**src/rtl/dsf_pkg.sv**
```systemverilog
// ----------------------------------------------------------------------------
// dsf_pkg
// Beat types, character codes and weight table helper for the decimal
// string to fixed point converter.
// ----------------------------------------------------------------------------
package dsf_pkg;

    typedef struct packed {
        logic [7:0] char_code;
        logic       last_char;
    } dsf_in_t;

    typedef struct packed {
        logic signed [63:0] value;
        logic               overflow;
    } dsf_out_t;

    localparam logic [7:0] CH_PLUS  = 8'h2B;
    localparam logic [7:0] CH_MINUS = 8'h2D;
    localparam logic [7:0] CH_DOT   = 8'h2E;
    localparam logic [7:0] CH_ZERO  = 8'h30;
    localparam logic [7:0] CH_NINE  = 8'h39;

    localparam int          INT_W   = 31;
    localparam logic [30:0] INT_MAX = 31'h7FFF_FFFF;

    // Weight index saturates at the last entry, which is zero for any
    // supported weight width.
    localparam int WT_DEPTH = 16;
    localparam int WT_IDX_W = 4;

    // Weight after k fraction digits: 0.1 rounded, then truncated by ten k times.
    function automatic logic [63:0] weight_at(input int w, input int k);
        logic [63:0] x;
        x = ((64'd1 << w) + 64'd5) / 64'd10;
        for (int i = 0; i < k; i++)
        begin
            x = x / 64'd10;
        end
        return x;
    endfunction

endpackage

```
**src/rtl/decimal_string_to_fixed.sv**
```systemverilog
// The result beat is registered and appears the cycle after last_char is taken.
// One character per unstalled cycle; the parse state updates in a single pass.
// The char channel stalls only while a finished result waits in the output
// register and the downstream side stalls it.
// Reset clears the parse state to the start of a string and empties the output.
// ----------------------------------------------------------------------------
// decimal_string_to_fixed
// Streams ASCII characters and returns the parsed number as signed fixed point.
// ----------------------------------------------------------------------------
module decimal_string_to_fixed #(
    parameter int FRAC_BITS   = 32,
    parameter int WEIGHT_BITS = 40
) (
    input  logic              clk,
    input  logic              rst_n,
    input  logic              char_valid,
    output logic              char_stall,
    input  dsf_pkg::dsf_in_t  char_data,
    output logic              num_valid,
    input  logic              num_stall,
    output dsf_pkg::dsf_out_t num_data
);
    import dsf_pkg::*;

    logic     take;
    logic     load;
    dsf_out_t result;
    logic     num_valid_reg;
    dsf_out_t num_data_reg;

    assign char_stall = num_valid_reg && num_stall;
    assign take       = char_valid && !char_stall;
    assign load       = take && char_data.last_char;

    dsf_parser #(
        .FRAC_BITS   (FRAC_BITS),
        .WEIGHT_BITS (WEIGHT_BITS)
    ) u_parser (
        .clk    (clk),
        .rst_n  (rst_n),
        .take   (take),
        .beat   (char_data),
        .result (result)
    );

    always_ff @(posedge clk or negedge rst_n)
    begin
        if (!rst_n)
            num_valid_reg <= 1'b0;
        else if (load)
            num_valid_reg <= 1'b1;
        else if (!num_stall)
            num_valid_reg <= 1'b0;
    end

    always_ff @(posedge clk)
    begin
        if (load)
            num_data_reg <= result;
    end

    assign num_valid = num_valid_reg;
    assign num_data  = num_data_reg;

endmodule

```
**src/rtl/dsf_parser.sv**
```systemverilog
// ----------------------------------------------------------------------------
// dsf_parser
// Per-character parse state: sign, saturating integer part, weighted
// fraction sum. Produces the result of the current beat combinationally.
// ----------------------------------------------------------------------------
module dsf_parser #(
    parameter int FRAC_BITS   = 32,
    parameter int WEIGHT_BITS = 40
) (
    input  logic              clk,
    input  logic              rst_n,
    input  logic              take,
    input  dsf_pkg::dsf_in_t  beat,
    output dsf_pkg::dsf_out_t result
);
    import dsf_pkg::*;

    localparam logic [1:0] PH_SIGN = 2'd0;
    localparam logic [1:0] PH_INT  = 2'd1;
    localparam logic [1:0] PH_FRAC = 2'd2;
    localparam logic [1:0] PH_DONE = 2'd3;

    localparam int WP = WEIGHT_BITS + 4;
    localparam int IP = INT_W + 4;
    localparam logic [WEIGHT_BITS-1:0] FRAC_MAX = {WEIGHT_BITS{1'b1}};
    localparam logic [WT_IDX_W-1:0]    IDX_LAST = WT_IDX_W'(WT_DEPTH - 1);

    logic [1:0]             phase_reg, phase_next;
    logic                   neg_reg, neg_next;
    logic [INT_W-1:0]       int_reg, int_next;
    logic [WEIGHT_BITS-1:0] frac_reg, frac_next;
    logic [WT_IDX_W-1:0]    idx_reg, idx_next;
    logic                   sat_reg, sat_next;

    logic [WEIGHT_BITS-1:0] weight_tab [WT_DEPTH];
    logic [WEIGHT_BITS-1:0] weight;
    logic                   is_digit;
    logic [3:0]             digit;
    logic [IP-1:0]          int_sum;
    logic [WP-1:0]          frac_sum;
    logic                   int_add;
    logic                   frac_add;
    logic [FRAC_BITS-1:0]   frac_q;
    logic [63:0]            mag;

    genvar k;
    generate
        for (k = 0; k < WT_DEPTH; k++)
        begin : gen_weight
            assign weight_tab[k] = WEIGHT_BITS'(weight_at(WEIGHT_BITS, k));
        end
    endgenerate

    assign weight   = weight_tab[idx_reg];
    assign is_digit = (beat.char_code >= CH_ZERO) && (beat.char_code <= CH_NINE);
    assign digit    = is_digit ? beat.char_code[3:0] : 4'd0;

    // value * 10 + digit as two shifted copies
    assign int_sum  = (IP'(int_reg) << 3) + (IP'(int_reg) << 1) + IP'(digit);
    assign frac_sum = WP'(frac_reg) + WP'(weight) * WP'(digit);

    always_comb
    begin
        phase_next = phase_reg;
        neg_next   = neg_reg;
        int_add    = 1'b0;
        frac_add   = 1'b0;
        unique case (phase_reg)
            PH_SIGN:
            begin
                priority if (beat.char_code == CH_MINUS)
                begin
                    neg_next   = 1'b1;
                    phase_next = PH_INT;
                end
                else if (beat.char_code == CH_PLUS)
                    phase_next = PH_INT;
                else if (is_digit)
                begin
                    int_add    = 1'b1;
                    phase_next = PH_INT;
                end
                else if (beat.char_code == CH_DOT)
                    phase_next = PH_FRAC;
                else
                    phase_next = PH_DONE;
            end
            PH_INT:
            begin
                priority if (is_digit)
                    int_add = 1'b1;
                else if (beat.char_code == CH_DOT)
                    phase_next = PH_FRAC;
                else
                    phase_next = PH_DONE;
            end
            PH_FRAC:
            begin
                if (is_digit)
                    frac_add = 1'b1;
                else
                    phase_next = PH_DONE;
            end
            default:
            begin
                phase_next = PH_DONE;
            end
        endcase
    end

    always_comb
    begin
        int_next = int_reg;
        sat_next = sat_reg;
        if (int_add)
        begin
            if (int_sum > IP'(INT_MAX))
            begin
                int_next = INT_MAX;
                sat_next = 1'b1;
            end
            else
                int_next = int_sum[INT_W-1:0];
        end
    end

    always_comb
    begin
        frac_next = frac_reg;
        idx_next  = idx_reg;
        if (frac_add)
        begin
            frac_next = (frac_sum > WP'(FRAC_MAX)) ? FRAC_MAX : frac_sum[WEIGHT_BITS-1:0];
            idx_next  = (idx_reg == IDX_LAST) ? idx_reg : idx_reg + 1'b1;
        end
    end

    generate
        if (WEIGHT_BITS >= FRAC_BITS)
        begin : gen_frac_trunc
            assign frac_q = FRAC_BITS'(frac_next >> (WEIGHT_BITS - FRAC_BITS));
        end
        else
        begin : gen_frac_pad
            assign frac_q = {frac_next, {(FRAC_BITS - WEIGHT_BITS){1'b0}}};
        end
    endgenerate

    // Integer and fraction bits do not overlap: concatenate, then apply sign.
    assign mag             = (64'(int_next) << FRAC_BITS) | 64'(frac_q);
    assign result.value    = $signed(neg_next ? (64'd0 - mag) : mag);
    assign result.overflow = sat_next;

    always_ff @(posedge clk or negedge rst_n)
    begin
        if (!rst_n)
        begin
            phase_reg <= PH_SIGN;
            neg_reg   <= 1'b0;
            int_reg   <= '0;
            frac_reg  <= '0;
            idx_reg   <= '0;
            sat_reg   <= 1'b0;
        end
        else if (take)
        begin
            if (beat.last_char)
            begin
                // drop back to the start state for the next string
                phase_reg <= PH_SIGN;
                neg_reg   <= 1'b0;
                int_reg   <= '0;
                frac_reg  <= '0;
                idx_reg   <= '0;
                sat_reg   <= 1'b0;
            end
            else
            begin
                phase_reg <= phase_next;
                neg_reg   <= neg_next;
                int_reg   <= int_next;
                frac_reg  <= frac_next;
                idx_reg   <= idx_next;
                sat_reg   <= sat_next;
            end
        end
    end

endmodule

```
**config.mk**
```make
export PLATFORM = sky130hd
export DESIGN_NAME = decimal_string_to_fixed
export DESIGN_NICKNAME = d
export VERILOG_FILES = /design/src/rtl/dsf_pkg.sv /design/src/rtl/decimal_string_to_fixed.sv /design/src/rtl/dsf_parser.sv
export SDC_FILE = /design/constraint.sdc
export NUM_CORES = 1
export LEC_CHECK = 0
export ABC_AREA = 1
export BUFFER_PORTS_ARGS = -buffer_cell sky130_fd_sc_hd__buf_2
export CAP_MARGIN = 20
export CORE_MARGIN = 2
export CORE_UTILIZATION = 51
export DETAILED_ROUTE_END_ITERATION = 10
export PLACE_DENSITY = 0.68
export SLEW_MARGIN = 10
export SYNTH_ARGS = -nofsm -noshare
export SYNTH_HDL_FRONTEND = slang
export SYNTH_SLANG_ARGS = --single-unit
```
**constraint.sdc**
```tcl
create_clock -name clk -period 10.4 [get_ports clk]
set_clock_uncertainty 0.05 [all_clocks]
set_input_delay 3.12 -clock clk [delete_from_list [all_inputs] [get_ports clk]]
set_output_delay 3.12 -clock clk [all_outputs]
set_load 0.1 [all_outputs]
```
==> impl_metrics.env <==
export IMPL_slowest_stage_delay_on_critical_path_ns=0.53
export IMPL_pwr_density_cell_nw_per_um2=95.6
export IMPL_globalRouteTotalUtil=0.324
export IMPL_crit_path_frequent_cell="sky130_fd_sc_hd__inv_1"
export IMPL_reg2regPathDepth=35
export IMPL_grt_ovfl_total=0
export IMPL_drtIter0Drc=1267
export IMPL_first_global_vias=17800
export IMPL_part_of_the_yosys_area_used_for_sequential_elements=0.212
export IMPL_post_route_min_period_ns=9.81
export IMPL_clockBufferDepth=2
export IMPL_synth_main_ff_cell="sky130_fd_sc_hd__dfrtp_1"
export IMPL_floorplan_rows=70
export IMPL_clock_power_share=0.334
export IMPL_layout_commonest_cell="sky130_fd_sc_hd__nand2_1"
export IMPL_pins_over_slew_limit=0
export IMPL_yosys_cell_types_count=55
export IMPL_synth_seq_cells=145
export IMPL_worstSkewPairLatency_ns=0.46
export IMPL_detail_route_wl_per_cell_um=17.5
export IMPL_instances_no_fill=3436
export IMPL_critPathMaxFanout=16
export IMPL_cell_area_synth_um2=18700
export IMPL_cts_repair_timing_setup_buffer_count=0
export IMPL_fp_dieW_um=195
export IMPL_start_util=0.514
export IMPL_timing_final_ws_setup_ns=0.587
export IMPL_timing_hold_worst_class="reg -> reg"
export IMPL_floorplan_core_area_um2=36300
export IMPL_final_seq_area_um2=3950
export IMPL_xor_xnor_share_of_the_synthesized_area=0.0318
export IMPL_dpl_worst_slack_ns=0.248
export IMPL_clock_fmax_ghz=0.102
export IMPL_drt_first_pass_iters=8
export IMPL_filler_cell_count=3675
export IMPL_antenna_found_initial=0
export IMPL_placed_cells_incl_taps=3404
export IMPL_startpoint_type="input pin"
export IMPL_synth_top_family_by_area="simple AND/OR/NAND/NOR gates"
export IMPL_status="finished, final reports clean"
export IMPL_drt_wl_total_um=60300
export IMPL_setup_tns_ns=0
export IMPL_layout_common_cells="sky130_fd_sc_hd__nand2_1, sky130_fd_sc_hd__inv_1, sky130_fd_sc_hd__nor2_1, sky130_fd_sc_hd__nand3_1, sky130_fd_sc_hd__ha_1"
export IMPL_async_reset_ff_frac=0.552
export IMPL_io_buffer_count=79
export IMPL_grt_first_pass_wirelength_um=95500
export IMPL_peakVddDrop_mv=0.125
export IMPL_die_height_um=195
export IMPL_synth_adder_area_share=0.193
export IMPL_worstPathArrival_ns=9.97
export IMPL_grt_max_degree=68
export IMPL_hpwl_um=50200
export IMPL_wp_data_required_ns=10.56
export IMPL_timing_worst_slew_pin_value_ns=1.02
export IMPL_internal_power_mw=1.16
export IMPL_holdBufCountCts=0
export IMPL_clkSlewWorstSetupHoldPaths_ns=0.06
export IMPL_post_cts_resize_count=0
export IMPL_post_route_cells_drive_above_1_share=0.0913
export IMPL_cts_made_buffers=17
export IMPL_post_route_drc_count=0
export IMPL_finalHoldViolCount=0
export IMPL_antenna_cells=0
export IMPL_timing_critical_path_slowest_stage_cell="sky130_fd_sc_hd__fa_1"
export IMPL_post_synth_inst_count=2889
export IMPL_power_combinational_fraction=0.334
export IMPL_p_sw_frac=0.401
export IMPL_post_synth_mux_area_share=0
export IMPL_pwr_share_seq=0.332
export IMPL_instance_count_along_the_most_critical_hold_path=2
export IMPL_die_area_um2=38200
export IMPL_area_growth_synth_to_final_pct=8.00
export IMPL_multi_input_area_um2=12200
export IMPL_finalCritPeriodShare=0.944
export IMPL_finalWeightedCongestion=0.987
export IMPL_cts_num_sinks=145
export IMPL_compound_cell_area_share_of_the_yosys_netlist=0.0703
export IMPL_yosys_area_share_simple=0.356
export IMPL_timing_critical_path_to_type="flip-flop"
export IMPL_cts_max_level=4
export IMPL_grt_setup_unrepaired="false"
export IMPL_flip_flop_count_of_the_largest_register_all_copies_and_words_added=65
export IMPL_max_slew_margin=0.323
export IMPL_synth_edf_count=65
export IMPL_finish_instance_area_um2=20200
export IMPL_max_capacitance_violation_total=0
export IMPL_syn_mean_instance_area_um2=6.47
export IMPL_setup_violations_final=0
export IMPL_net_switching_power_mw=0.773
export IMPL_ant_nets=0
export IMPL_tritoncts="built"
export IMPL_detailroute_via_count=18000
export IMPL_post_synth_net_total=3129
export IMPL_nNetsFinal=3195
export IMPL_worstSetupPathType="in -> reg"
export IMPL_placed_area_um2=19600
export IMPL_top_level_pins=80
export IMPL_viasPerCell=5.24
export IMPL_clockRootBuffer="sky130_fd_sc_hd__clkbuf_16"
export IMPL_static_leakage_power_nw=12.2
export IMPL_yosys_warnings=0
critical path, delay by kind of cell:
kind,cells,cell delay (ns)
simple gates,20,3.16
fa+ha+maj,5,2.12
buf+inv,11,0.82
compound gates,3,0.74
Yosys cell counts, drive strengths merged (3+ instances only):
| master | instances | area [µm²] |
|---|---|---|
| a21o | 3 | 22.5 |
| a21oi | 80 | 423 |
| and3 | 4 | 25.0 |
| buf | 19 | 135 |
| clkbuf | 35 | 131 |
| dfrtp | 80 | 2000 |
| edfxtp | 65 | 1950 |
| fa | 102 | 2040 |
| ha | 125 | 1560 |
| inv | 612 | 2300 |
| nand2 | 931 | 3680 |
| nand3 | 149 | 828 |
| nand3b | 6 | 45.0 |
| nand4 | 34 | 213 |
| nor2 | 401 | 1630 |
| nor3 | 16 | 118 |
| o21ai | 58 | 317 |
| o21bai | 6 | 45.0 |
| o22ai | 69 | 432 |
| or2 | 8 | 50.1 |
| xnor2 | 16 | 148 |
| xor2 | 51 | 447 |
cells by family (layout without fill, tap and decap cells):
group | count (synthesis) | after routing
AND/OR/NAND/NOR | 1557 | 1557
flip-flops | 145 | 145
buffers and inverters | 667 | 746
XOR/XNOR | 67 | 67
adder cells (fa/ha/maj) | 227 | 227
AO/OA/AOI/OAI | 226 | 226
metrics by stage:
| step | hold slack (ns) | util | total power, mW |
|---|---|---|---|
| after floorplan | 0.409 | - | 1.12 |
| after global placement | 0.433 | 0.539 | 1.28 |
| after detailed placement | 0.457 | 0.539 | 1.29 |
| after CTS | 0.473 | 0.555 | 1.93 |
| after global routing | 0.502 | 0.555 | 2.03 |
| final | 0.468 | 0.555 | 1.93 |
area by class of cell:
| type | instances | area share |
|---|---|---|
| multi-input cells | 2077 | 0.604 |
| well taps | 468 | 0.0290 |
| clock inverters | 12 | 0.00732 |
| repair buffers | 101 | 0.0279 |
| inverters | 613 | 0.114 |
| clock buffers | 20 | 0.0221 |
| flip-flops and latches | 145 | 0.196 |
power groups by stage:
stage               Clock (mW)  Sequential (mW)  Combinational (mW)
floorplan                    0            0.733               0.385
global placement             0            0.652               0.629
global route             0.673            0.643               0.709
finish                   0.644            0.641               0.644
detailed placement           0            0.652               0.633
CTS                      0.653            0.641               0.636
final timing paths:
kind	start	end	slack, ns
setup / recovery	char_data[8]	num_data[45]	0.59
hold / removal	u_parser.sat_reg	u_parser.sat_reg	0.47
setup reg to reg	u_parser.idx_reg[0]	num_data[45]	2.39
hold reg to reg	u_parser.sat_reg	u_parser.sat_reg	0.47
max in group asynchronous	rst_n	u_parser.frac_reg[38]	6.62
min in group asynchronous	rst_n	u_parser.int_reg[20]	2.51
layer usage:
| layer | track usage | vias to the layer above | share of wire |
|---|---|---|---|
| met5 | 0 | - | 0 |
| met4 | 0.157 | 0 | 0.053 |
| met3 | 0.0392 | 151 | 0.046 |
| met2 | 0.564 | 525 | 0.48 |
| met1 | 0.400 | 8370 | 0.42 |
| li1 | - | 8962 | - |
No activity file was read; power rests on OpenSTA's default activity.
